### config.mk
export PLATFORM = sky130hd
export DESIGN_NAME = ph_trimmed_mean_filter_core_flat
export DESIGN_NICKNAME = d
export VERILOG_FILES = /design/src/hw/rtl/phtmf_pkg.sv /design/src/hw/rtl/phtmf_ifs.sv /design/src/hw/rtl/phtmf_ram.sv /design/src/hw/rtl/phtmf_div.sv /design/src/hw/rtl/ph_trimmed_mean_filter_core.sv /design/src/flat_wrapper.sv
export SDC_FILE = /design/constraint.sdc
export NUM_CORES = 2
export LEC_CHECK = 0
export ABC_AREA = 1
export BUFFER_PORTS_ARGS = -buffer_cell sky130_fd_sc_hd__clkbuf_2
export CAP_MARGIN = 20
export CORE_MARGIN = 2
export CORE_UTILIZATION = 35
export CTS_CLUSTER_SIZE = 20
export DETAILED_ROUTE_END_ITERATION = 6
export GPL_TIMING_DRIVEN = 0
export SYNTH_ARGS = -nofsm -noshare
export SYNTH_HDL_FRONTEND = slang
export SYNTH_SLANG_ARGS = --single-unit
### constraint.sdc
create_clock -name clk -period 10 [get_ports clk]
set_input_delay 3 -clock clk [delete_from_list [all_inputs] [get_ports clk]]
set_output_delay 3 -clock clk [all_outputs]
set_load 0.005 [all_outputs]
### src/hw/rtl/phtmf_pkg.sv
// Package for the pH trimmed-mean filter: state type, register indexes,
// register reset values and the output saturation limits.
// No dependencies.
`timescale 1ns / 1ps

package phtmf_pkg;

    localparam int SAMPLE_W   = 10;
    localparam int SLOPE_W    = 14;
    localparam int OFFSET_W   = 12;
    localparam int OUT_W      = 16;
    localparam int CFG_IDX_W  = 1;
    localparam int CFG_DATA_W = 14;
    localparam int SLOPE5_W   = SLOPE_W + 3;
    localparam int SCALE_SHIFT = 10;

    localparam logic [CFG_IDX_W-1:0] REG_PH_SLOPE  = 1'b0;
    localparam logic [CFG_IDX_W-1:0] REG_PH_OFFSET = 1'b1;

    localparam logic [SLOPE_W-1:0]  SLOPE_RESET  = 14'd3500;
    localparam logic [OFFSET_W-1:0] OFFSET_RESET = 12'd0;

    localparam int PH_MIN_MILLI  = -2000;
    localparam int PH_MAX_MILLI  = 19500;
    localparam int TRIM_SAT_MAX  = 65535;

    typedef enum logic [2:0] {
        ST_IDLE,
        ST_WALK,
        ST_LAST,
        ST_TRIM,
        ST_MUL,
        ST_DIV,
        ST_EMIT
    } phtmf_state_t;

endpackage

### src/hw/rtl/phtmf_ifs.sv
// Valid/ready channel interfaces for the pH trimmed-mean filter:
// the sample input channel and the result output channel.
// No dependencies.
`timescale 1ns / 1ps

interface phtmf_sample_if;
    logic       valid;
    logic       ready;
    logic [9:0] adc_sample;

    modport source (output valid, output adc_sample, input ready);
    modport sink   (input valid, input adc_sample, output ready);
endinterface

interface phtmf_result_if;
    logic               valid;
    logic               ready;
    logic [15:0]        trimmed_sum;
    logic signed [15:0] ph_milli;

    modport source (output valid, output trimmed_sum, output ph_milli, input ready);
    modport sink   (input valid, input trimmed_sum, input ph_milli, output ready);
endinterface

### src/hw/rtl/phtmf_ram.sv
// Generic single-write, single-read synchronous RAM with registered read data.
// No dependencies.
`timescale 1ns / 1ps

module phtmf_ram #(
    parameter int WIDTH = 10,
    parameter int DEPTH = 40
) (
    input  logic                     clk,
    input  logic                     we,
    input  logic [$clog2(DEPTH)-1:0] waddr,
    input  logic [WIDTH-1:0]         wdata,
    input  logic [$clog2(DEPTH)-1:0] raddr,
    output logic [WIDTH-1:0]         rdata
);

    logic [WIDTH-1:0] mem [DEPTH];

    always_ff @(posedge clk)
    begin
        if (we)
        begin
            mem[waddr] <= wdata;
        end
        rdata <= mem[raddr];
    end

endmodule

### src/hw/rtl/phtmf_div.sv
// Divider by a fixed divisor: multiply by the rounded-up reciprocal, then shift.
// Quotient is ready in the cycle after start and holds until the next start.
// No dependencies.
`timescale 1ns / 1ps

module phtmf_div #(
    parameter int DIVIDEND_W = 23,
    parameter int DIVISOR    = 38
) (
    input  logic                  clk,
    input  logic                  rst_n,
    input  logic                  start,
    input  logic [DIVIDEND_W-1:0] dividend,
    output logic                  done,
    output logic [DIVIDEND_W-1:0] quotient
);

    localparam int SHW = $clog2(DIVISOR);
    localparam int MW  = DIVIDEND_W + 2;
    localparam int PRW = DIVIDEND_W + MW;
    // ceil(2^(DIVIDEND_W + SHW) / DIVISOR) is exact for every dividend of DIVIDEND_W bits
    localparam longint unsigned MAGIC_FULL =
        ((64'd1 << (DIVIDEND_W + SHW)) + 64'(DIVISOR) - 64'd1) / 64'(DIVISOR);
    localparam logic [MW-1:0] MAGIC = MW'(MAGIC_FULL);

    logic           done_reg;
    logic [PRW-1:0] prod_reg;

    always_ff @(posedge clk or negedge rst_n)
    begin
        if (!rst_n)
        begin
            done_reg <= 1'b0;
        end
        else
        begin
            done_reg <= start;
        end
    end

    always_ff @(posedge clk)
    begin
        if (start)
        begin
            prod_reg <= PRW'(dividend) * PRW'(MAGIC);
        end
    end

    assign done     = done_reg;
    assign quotient = DIVIDEND_W'(prod_reg >> (DIVIDEND_W + SHW));

endmodule

### src/hw/rtl/ph_trimmed_mean_filter_core.sv
// Each accepted sample is written into a ring RAM of NUM_SAMPLES entries;
// the ring is then read back one entry per cycle to form the sum less one
// minimum and one maximum, which is scaled to pH in thousandths by one
// multiply and a reciprocal-multiply divide by (NUM_SAMPLES - 2). A sample is
// handled in turn by the ring walk through the single RAM read port, the last
// read, the trim, the product, the divide and the emit; no new sample is taken
// until it is emitted, and the emit waits while an earlier result is unread.
// Unwritten ring entries read as zero through a fill count, so no clearing
// pass is needed after reset. A finished result waits in an output register,
// and the next sample may be taken while it waits. Register 0 is the slope
// (pH per volt in thousandths), register 1 the signed offset; write them only
// while the block is idle.
// Depends on phtmf_pkg, phtmf_ifs, phtmf_ram and phtmf_div.
`timescale 1ns / 1ps

module ph_trimmed_mean_filter_core
    import phtmf_pkg::*;
#(
    parameter int NUM_SAMPLES = 40
) (
    input  logic                  clk,
    input  logic                  rst_n,
    phtmf_sample_if.sink          sample,
    phtmf_result_if.source        result,
    input  logic                  cfg_wen,
    input  logic [CFG_IDX_W-1:0]  cfg_index,
    input  logic [CFG_DATA_W-1:0] cfg_data
);

    localparam int AW = $clog2(NUM_SAMPLES);
    localparam int FW = $clog2(NUM_SAMPLES + 1);
    localparam int SW = $clog2(((1 << SAMPLE_W) - 1) * NUM_SAMPLES + 1);
    localparam int PW = SW + SLOPE5_W;
    localparam int QW = PW - SCALE_SHIFT;
    localparam int HW = QW + 2;
    localparam int CW = (SW > OUT_W) ? SW : OUT_W;

    phtmf_state_t state_reg, state_next;

    logic [SLOPE_W-1:0]  slope_reg;
    logic [OFFSET_W-1:0] offset_reg;
    logic [AW-1:0]       write_slot_reg;
    logic [FW-1:0]       fill_reg;
    logic [AW-1:0]       rd_idx_reg;
    logic                pend_reg;
    logic                live_reg;
    logic                out_valid_reg;

    logic [SW-1:0]       sum_reg;
    logic [SAMPLE_W-1:0] lo_reg;
    logic [SAMPLE_W-1:0] hi_reg;
    logic [SW-1:0]       trim_reg;
    logic [SLOPE5_W-1:0] slope5_reg;
    logic [PW-1:0]       prod_reg;
    logic [OUT_W-1:0]    out_trim_reg;
    logic [OUT_W-1:0]    out_ph_reg;

    logic                in_xfer;
    logic                out_xfer;
    logic                emit;
    logic                walk_last;
    logic                div_start;
    logic                div_done;
    logic [QW-1:0]       quot;
    logic [SAMPLE_W-1:0] ram_rdata;
    logic [SAMPLE_W-1:0] samp;
    logic [HW-1:0]       ph_wide;
    logic [OUT_W-1:0]    ph_sat;
    logic [CW-1:0]       trim_ext;
    logic [OUT_W-1:0]    trim_sat;

    assign in_xfer   = sample.valid & sample.ready;
    assign out_xfer  = result.valid & result.ready;
    assign walk_last = (rd_idx_reg == AW'(NUM_SAMPLES - 1));
    // product is registered by the time the divide starts
    assign div_start = (state_reg == ST_DIV) && !div_done;

    // next state
    always_comb
    begin
        state_next = state_reg;
        case (state_reg)
            ST_IDLE: if (sample.valid) state_next = ST_WALK;
            ST_WALK: if (walk_last) state_next = ST_LAST;
            ST_LAST: state_next = ST_TRIM;
            ST_TRIM: state_next = ST_MUL;
            ST_MUL:  state_next = ST_DIV;
            ST_DIV:  if (div_done) state_next = ST_EMIT;
            ST_EMIT: if (!out_valid_reg || result.ready) state_next = ST_IDLE;
            default: state_next = ST_IDLE;
        endcase
    end

    // outputs of the state machine
    always_comb
    begin
        sample.ready = 1'b0;
        emit         = 1'b0;
        case (state_reg)
            ST_IDLE: sample.ready = 1'b1;
            ST_EMIT: emit = !out_valid_reg || result.ready;
            default:
            begin
                sample.ready = 1'b0;
                emit         = 1'b0;
            end
        endcase
    end

    phtmf_ram #(
        .WIDTH (SAMPLE_W),
        .DEPTH (NUM_SAMPLES)
    ) u_ring (
        .clk   (clk),
        .we    (in_xfer),
        .waddr (write_slot_reg),
        .wdata (sample.adc_sample),
        .raddr (rd_idx_reg),
        .rdata (ram_rdata)
    );

    phtmf_div #(
        .DIVIDEND_W (QW),
        .DIVISOR    (NUM_SAMPLES - 2)
    ) u_div (
        .clk      (clk),
        .rst_n    (rst_n),
        .start    (div_start),
        .dividend (prod_reg[PW-1:SCALE_SHIFT]),
        .done     (div_done),
        .quotient (quot)
    );

    always_ff @(posedge clk or negedge rst_n)
    begin
        if (!rst_n)
        begin
            state_reg      <= ST_IDLE;
            slope_reg      <= SLOPE_RESET;
            offset_reg     <= OFFSET_RESET;
            write_slot_reg <= '0;
            fill_reg       <= '0;
            rd_idx_reg     <= '0;
            pend_reg       <= 1'b0;
            live_reg       <= 1'b0;
            out_valid_reg  <= 1'b0;
        end
        else
        begin
            state_reg <= state_next;
            if (cfg_wen)
            begin
                case (cfg_index)
                    REG_PH_SLOPE:  slope_reg  <= cfg_data[SLOPE_W-1:0];
                    REG_PH_OFFSET: offset_reg <= cfg_data[OFFSET_W-1:0];
                    default:       slope_reg  <= slope_reg;
                endcase
            end
            if (in_xfer)
            begin
                write_slot_reg <= (write_slot_reg == AW'(NUM_SAMPLES - 1)) ?
                                  '0 : write_slot_reg + 1'b1;
                if (fill_reg != FW'(NUM_SAMPLES))
                begin
                    fill_reg <= fill_reg + 1'b1;
                end
                rd_idx_reg <= '0;
            end
            else if (state_reg == ST_WALK && !walk_last)
            begin
                rd_idx_reg <= rd_idx_reg + 1'b1;
            end
            pend_reg <= (state_reg == ST_WALK);
            // entries at or beyond the fill count were never written: they read as zero
            live_reg <= (FW'(rd_idx_reg) < fill_reg);
            if (emit)
            begin
                out_valid_reg <= 1'b1;
            end
            else if (out_xfer)
            begin
                out_valid_reg <= 1'b0;
            end
        end
    end

    assign samp = live_reg ? ram_rdata : '0;

    always_comb
    begin
        ph_wide = HW'(quot) + {{(HW - OFFSET_W){offset_reg[OFFSET_W-1]}}, offset_reg};
        if ($signed(ph_wide) < $signed(HW'(PH_MIN_MILLI)))
        begin
            ph_sat = OUT_W'(PH_MIN_MILLI);
        end
        else if ($signed(ph_wide) > $signed(HW'(PH_MAX_MILLI)))
        begin
            ph_sat = OUT_W'(PH_MAX_MILLI);
        end
        else
        begin
            ph_sat = ph_wide[OUT_W-1:0];
        end
        trim_ext = CW'(trim_reg);
        trim_sat = (trim_ext > CW'(TRIM_SAT_MAX)) ? OUT_W'(TRIM_SAT_MAX) :
                   trim_ext[OUT_W-1:0];
    end

    always_ff @(posedge clk)
    begin
        if (in_xfer)
        begin
            sum_reg <= '0;
            lo_reg  <= '1;
            hi_reg  <= '0;
        end
        else if (pend_reg)
        begin
            sum_reg <= sum_reg + SW'(samp);
            if (samp < lo_reg)
            begin
                lo_reg <= samp;
            end
            if (samp > hi_reg)
            begin
                hi_reg <= samp;
            end
        end
        if (state_reg == ST_TRIM)
        begin
            trim_reg   <= sum_reg - SW'(lo_reg) - SW'(hi_reg);
            slope5_reg <= SLOPE5_W'({slope_reg, 2'b00}) + SLOPE5_W'(slope_reg);
        end
        if (state_reg == ST_MUL)
        begin
            prod_reg <= PW'(trim_reg) * PW'(slope5_reg);
        end
        if (emit)
        begin
            out_trim_reg <= trim_sat;
            out_ph_reg   <= ph_sat;
        end
    end

    assign result.valid       = out_valid_reg;
    assign result.trimmed_sum = out_trim_reg;
    assign result.ph_milli    = $signed(out_ph_reg);

endmodule

### src/flat_wrapper.sv
// flat-port wrapper written by rule: the top's interface ports become plain ports
module ph_trimmed_mean_filter_core_flat import phtmf_pkg::*;
#(
    parameter int NUM_SAMPLES = 40
)
  (clk, rst_n, cfg_wen, cfg_index, cfg_data, sample_valid, sample_adc_sample, sample_ready, result_valid, result_trimmed_sum, result_ph_milli, result_ready);
  phtmf_sample_if sample_i ();
  phtmf_result_if result_i ();
  input  logic clk;
  input  logic rst_n;
  input  logic cfg_wen;
  input  logic [CFG_IDX_W-1:0] cfg_index;
  input  logic [CFG_DATA_W-1:0] cfg_data;
  input wire logic [$bits(sample_i.valid)-1:0] sample_valid;
  input wire logic [$bits(sample_i.adc_sample)-1:0] sample_adc_sample;
  output wire logic [$bits(sample_i.ready)-1:0] sample_ready;
  output wire logic [$bits(result_i.valid)-1:0] result_valid;
  output wire logic [$bits(result_i.trimmed_sum)-1:0] result_trimmed_sum;
  output wire logic [$bits(result_i.ph_milli)-1:0] result_ph_milli;
  input wire logic [$bits(result_i.ready)-1:0] result_ready;
  assign sample_i.valid = sample_valid;
  assign sample_i.adc_sample = sample_adc_sample;
  assign sample_ready = sample_i.ready;
  assign result_valid = result_i.valid;
  assign result_trimmed_sum = result_i.trimmed_sum;
  assign result_ph_milli = result_i.ph_milli;
  assign result_i.ready = result_ready;
  ph_trimmed_mean_filter_core #(.NUM_SAMPLES(NUM_SAMPLES)) u_core (.clk(clk), .rst_n(rst_n), .sample(sample_i), .result(result_i), .cfg_wen(cfg_wen), .cfg_index(cfg_index), .cfg_data(cfg_data));
endmodule
==> results.json <==
{
  "dr.pass1.iters": 5,
  "required_ns": 10.39,
  "rsz0062_at_grt": "false",
  "dieArea_um2": 132000,
  "setup_viol": 0,
  "cts.reportedPaths.clkPinSlew_ns": 0.06,
  "grt_max_degree": 52,
  "boundaryPins": 64,
  "worstHoldPathCells": 0,
  "drc": 0,
  "drive_above_1_share_pct": 4.80,
  "clock_latency_ns": 0.64,
  "core.rowCount": 131,
  "grt.total_usage_pct": 18.5,
  "rr_worst_depth": 19,
  "gp_congestion": 0.969,
  "synth_cell_types": 58,
  "clk_path_buf_depth": 3,
  "period_share_pct": 68.4,
  "r2r_start": "u_core.trim_ext[7]",
  "crit_fanout": 10,
  "crit_path_end_kind": "register",
  "viasPerCell": 4.96,
  "root_buffer": "clkbuf_16",
  "cts_setup_buffers": 0,
  "worst_pin_slew_ns": 1.06,
  "fin_util_pct": 39.0,
  "ctsResizeCount": 0,
  "synth.yosys.seq_area_share_pct": 38.5,
  "overflow": 0,
  "hp-class": "reg2reg",
  "grt_pass1_vias": 32400,
  "drtIter0Drc": 2808,
  "vias": 32400,
  "ant_nets": 0,
  "postCtsHoldBufs": 0,
  "tns_ns": 0,
  "hold_violations": 0,
  "crit_type": "reg2reg",
  "slew_headroom_pct": 29.1,
  "core_um2": 128000,
  "synth_edf_count": 506,
  "hold_end": "u_core.result.trimmed_sum[8]",
  "grt_pass1_wl_um": 188000,
  "wirelength_um": 122000,
  "largest_reg_flops": 400,
  "yosysWarnings": 0,
  "reg2reg_slack_ns": 3.16,
  "fin_nets": 5650,
  "start_kind": "register",
  "dp_cells": 6394,
  "layoutNonFillerInstCount": 6523,
  "drv_slew": 0,
  "cts_buffers": 67,
  "synthFlopType": "edfxtp_1",
  "antenna_found_initial": 4,
  "skew_ns": 0.0165,
  "rr_endpoint": "u_core.prod_reg[28]",
  "wl_per_cell_um": 18.6,
  "worstHoldStart": "u_core.trim_ext[8]",
  "port_buffers": 63,
  "cap_violations": 0,
  "die_x_um": 363,
  "postSynthAreaPerCell_um2": 9.69,
  "netlist_area_um2": 45200,
  "syn_inst": 4662,
  "syn-num-nets": 5508,
  "status": "finished, final reports clean",
  "dieHeight_um": 363,
  "syn2layout_area_growth_pct": 10.5,
  "async_flop_share_pct": 8.46,
  "clock-sinks": 603,
  "synth-seq-cells": 603,
  "worst_ep_arrival_time_ns": 7.23,
  "cts_tree": "yes",
  "period_needed_ns": 6.84,
  "h-tree-depth": 3,
  "fmax_ghz": 0.146,
  "start_util_pct": 35.3,
  "dp_hpwl_um": 94900
}
## placed cells by master, fill, tap and decap left out, types with 12 or more instances in the layout
master,instances
o21ai_0,324
nand2_1,740
o21bai_1,16
clkinv_1,15
nand4_1,33
nor3_1,33
clkinv_2,12
nor2_1,387
a21o_1,14
dfxtp_1,46
clkbuf_16,68
inv_1,946
fa_1,424
xor2_1,64
a31oi_1,17
dfrtp_1,44
edfxtp_1,506
clkbuf_1,159
clkbuf_2,62
a21oi_1,167
o22ai_1,94
o211ai_1,26
ha_1,392
xnor2_1,18
nand3_1,85
## layout make-up
class	count	area [um^2]
Tap cell	1662	2080
Buffer	161	626
Multi-Input combinational cell	2947	23600
Antenna cell	2	5.00
Timing Repair Buffer	73	448
Clock buffer	84	1800
Inverter	951	3570
Fill cell	12600	77900
Sequential cell	603	17400
Clock inverter	40	377
## cells in the mapped netlist, drive strengths merged, types with 4 or more instances
| cell | n | area (um^2) |
|---|---|---|
| nor2 | 399 | 1520 |
| o21a | 6 | 45.0 |
| inv | 949 | 3560 |
| ha | 392 | 4900 |
| o21bai | 16 | 120 |
| dfxtp | 46 | 921 |
| nand4 | 33 | 206 |
| nand2 | 755 | 2910 |
| fa | 424 | 8490 |
| buf | 14 | 73.8 |
| a21boi | 10 | 78.8 |
| dfrtp | 44 | 1100 |
| nand3 | 87 | 445 |
| o22ai | 94 | 588 |
| xor2 | 65 | 577 |
| o21ai | 329 | 1650 |
| a21oi | 168 | 845 |
| a211oi | 11 | 82.6 |
| edfxtp | 506 | 15200 |
| o221ai | 11 | 96.3 |
| nor3 | 35 | 175 |
| clkbuf | 147 | 552 |
| o211ai | 26 | 195 |
| nor4 | 4 | 25.0 |
| a21o | 14 | 105 |
| a31oi | 17 | 106 |
| nand3b | 10 | 75.1 |
| xnor2 | 18 | 158 |
| dfstp | 7 | 184 |
## worst max-delay path: stages (launching register included)
cell      delay [ns]
edfxtp_1        0.35
clkbuf_1        0.52
clkbuf_1        0.64
nand2_1         0.18
fa_1            0.61
fa_1            0.46
fa_1            0.54
inv_1           0.05
fa_1            0.44
fa_1            0.54
inv_1           0.06
fa_1            0.47
inv_1           0.04
ha_1            0.35
nand2_1         0.12
nor4_1          0.65
a21oi_1         0.15
nand2_1         0.17
a21oi_1         0.10
xnor2_1         0.13
## worst max path at each step
stage                     cells past startpoint                  from                   endpoint
after global placement                       22  u_core.slope5_reg[9]        u_core.prod_reg[31]
after global routing                         24  u_core.slope5_reg[9]        u_core.prod_reg[27]
after detailed placement                     24  u_core.slope5_reg[9]        u_core.prod_reg[27]
final                                        19    u_core.trim_ext[7]        u_core.prod_reg[28]
after floorplan                              22   u_core.prod_reg[21]  u_core.u_div.prod_reg[39]
after CTS                                    24  u_core.slope5_reg[9]        u_core.prod_reg[27]
## per-layer routing
layer	vias to the layer above	share of wire, %	track usage, %	wire length (um)
met5	-	0.0058	0	7
met4	2	3.0	5.58	3610
met3	210	6.5	3.01	7850
met2	988	46	30.0	56300
met1	15800	44	25.5	53800
li1	15300	-	-	-
## through the flow
stage	hold WS [ns]	area [um^2]	worst slack, ns
global placement	0.430	47600	3.25
CTS	0.452	49900	3.23
finish	0.452	49900	3.16
global route	0.461	49900	2.84
detailed placement	0.435	47700	3.25
floorplan	0.424	45200	3.96
## kinds of logic (layout without fill, tap and decap cells)
family	count (synthesis)	in the layout	synth area share, %
AND/OR/NAND/NOR	1333	1333	12.0
XOR/XNOR	83	83	1.63
buffers and inverters	1112	1309	9.29
AO/OA/AOI/OAI	713	713	8.87
other	0	2	0
flip-flops	603	603	38.5
multiplexers	2	2	0.0498
adder cells (fa/ha/maj)	816	816	29.6
Power is left out: the tool's default activity adds up to more than one toggle a clock period on the data nets, which glitch-free logic cannot reach.
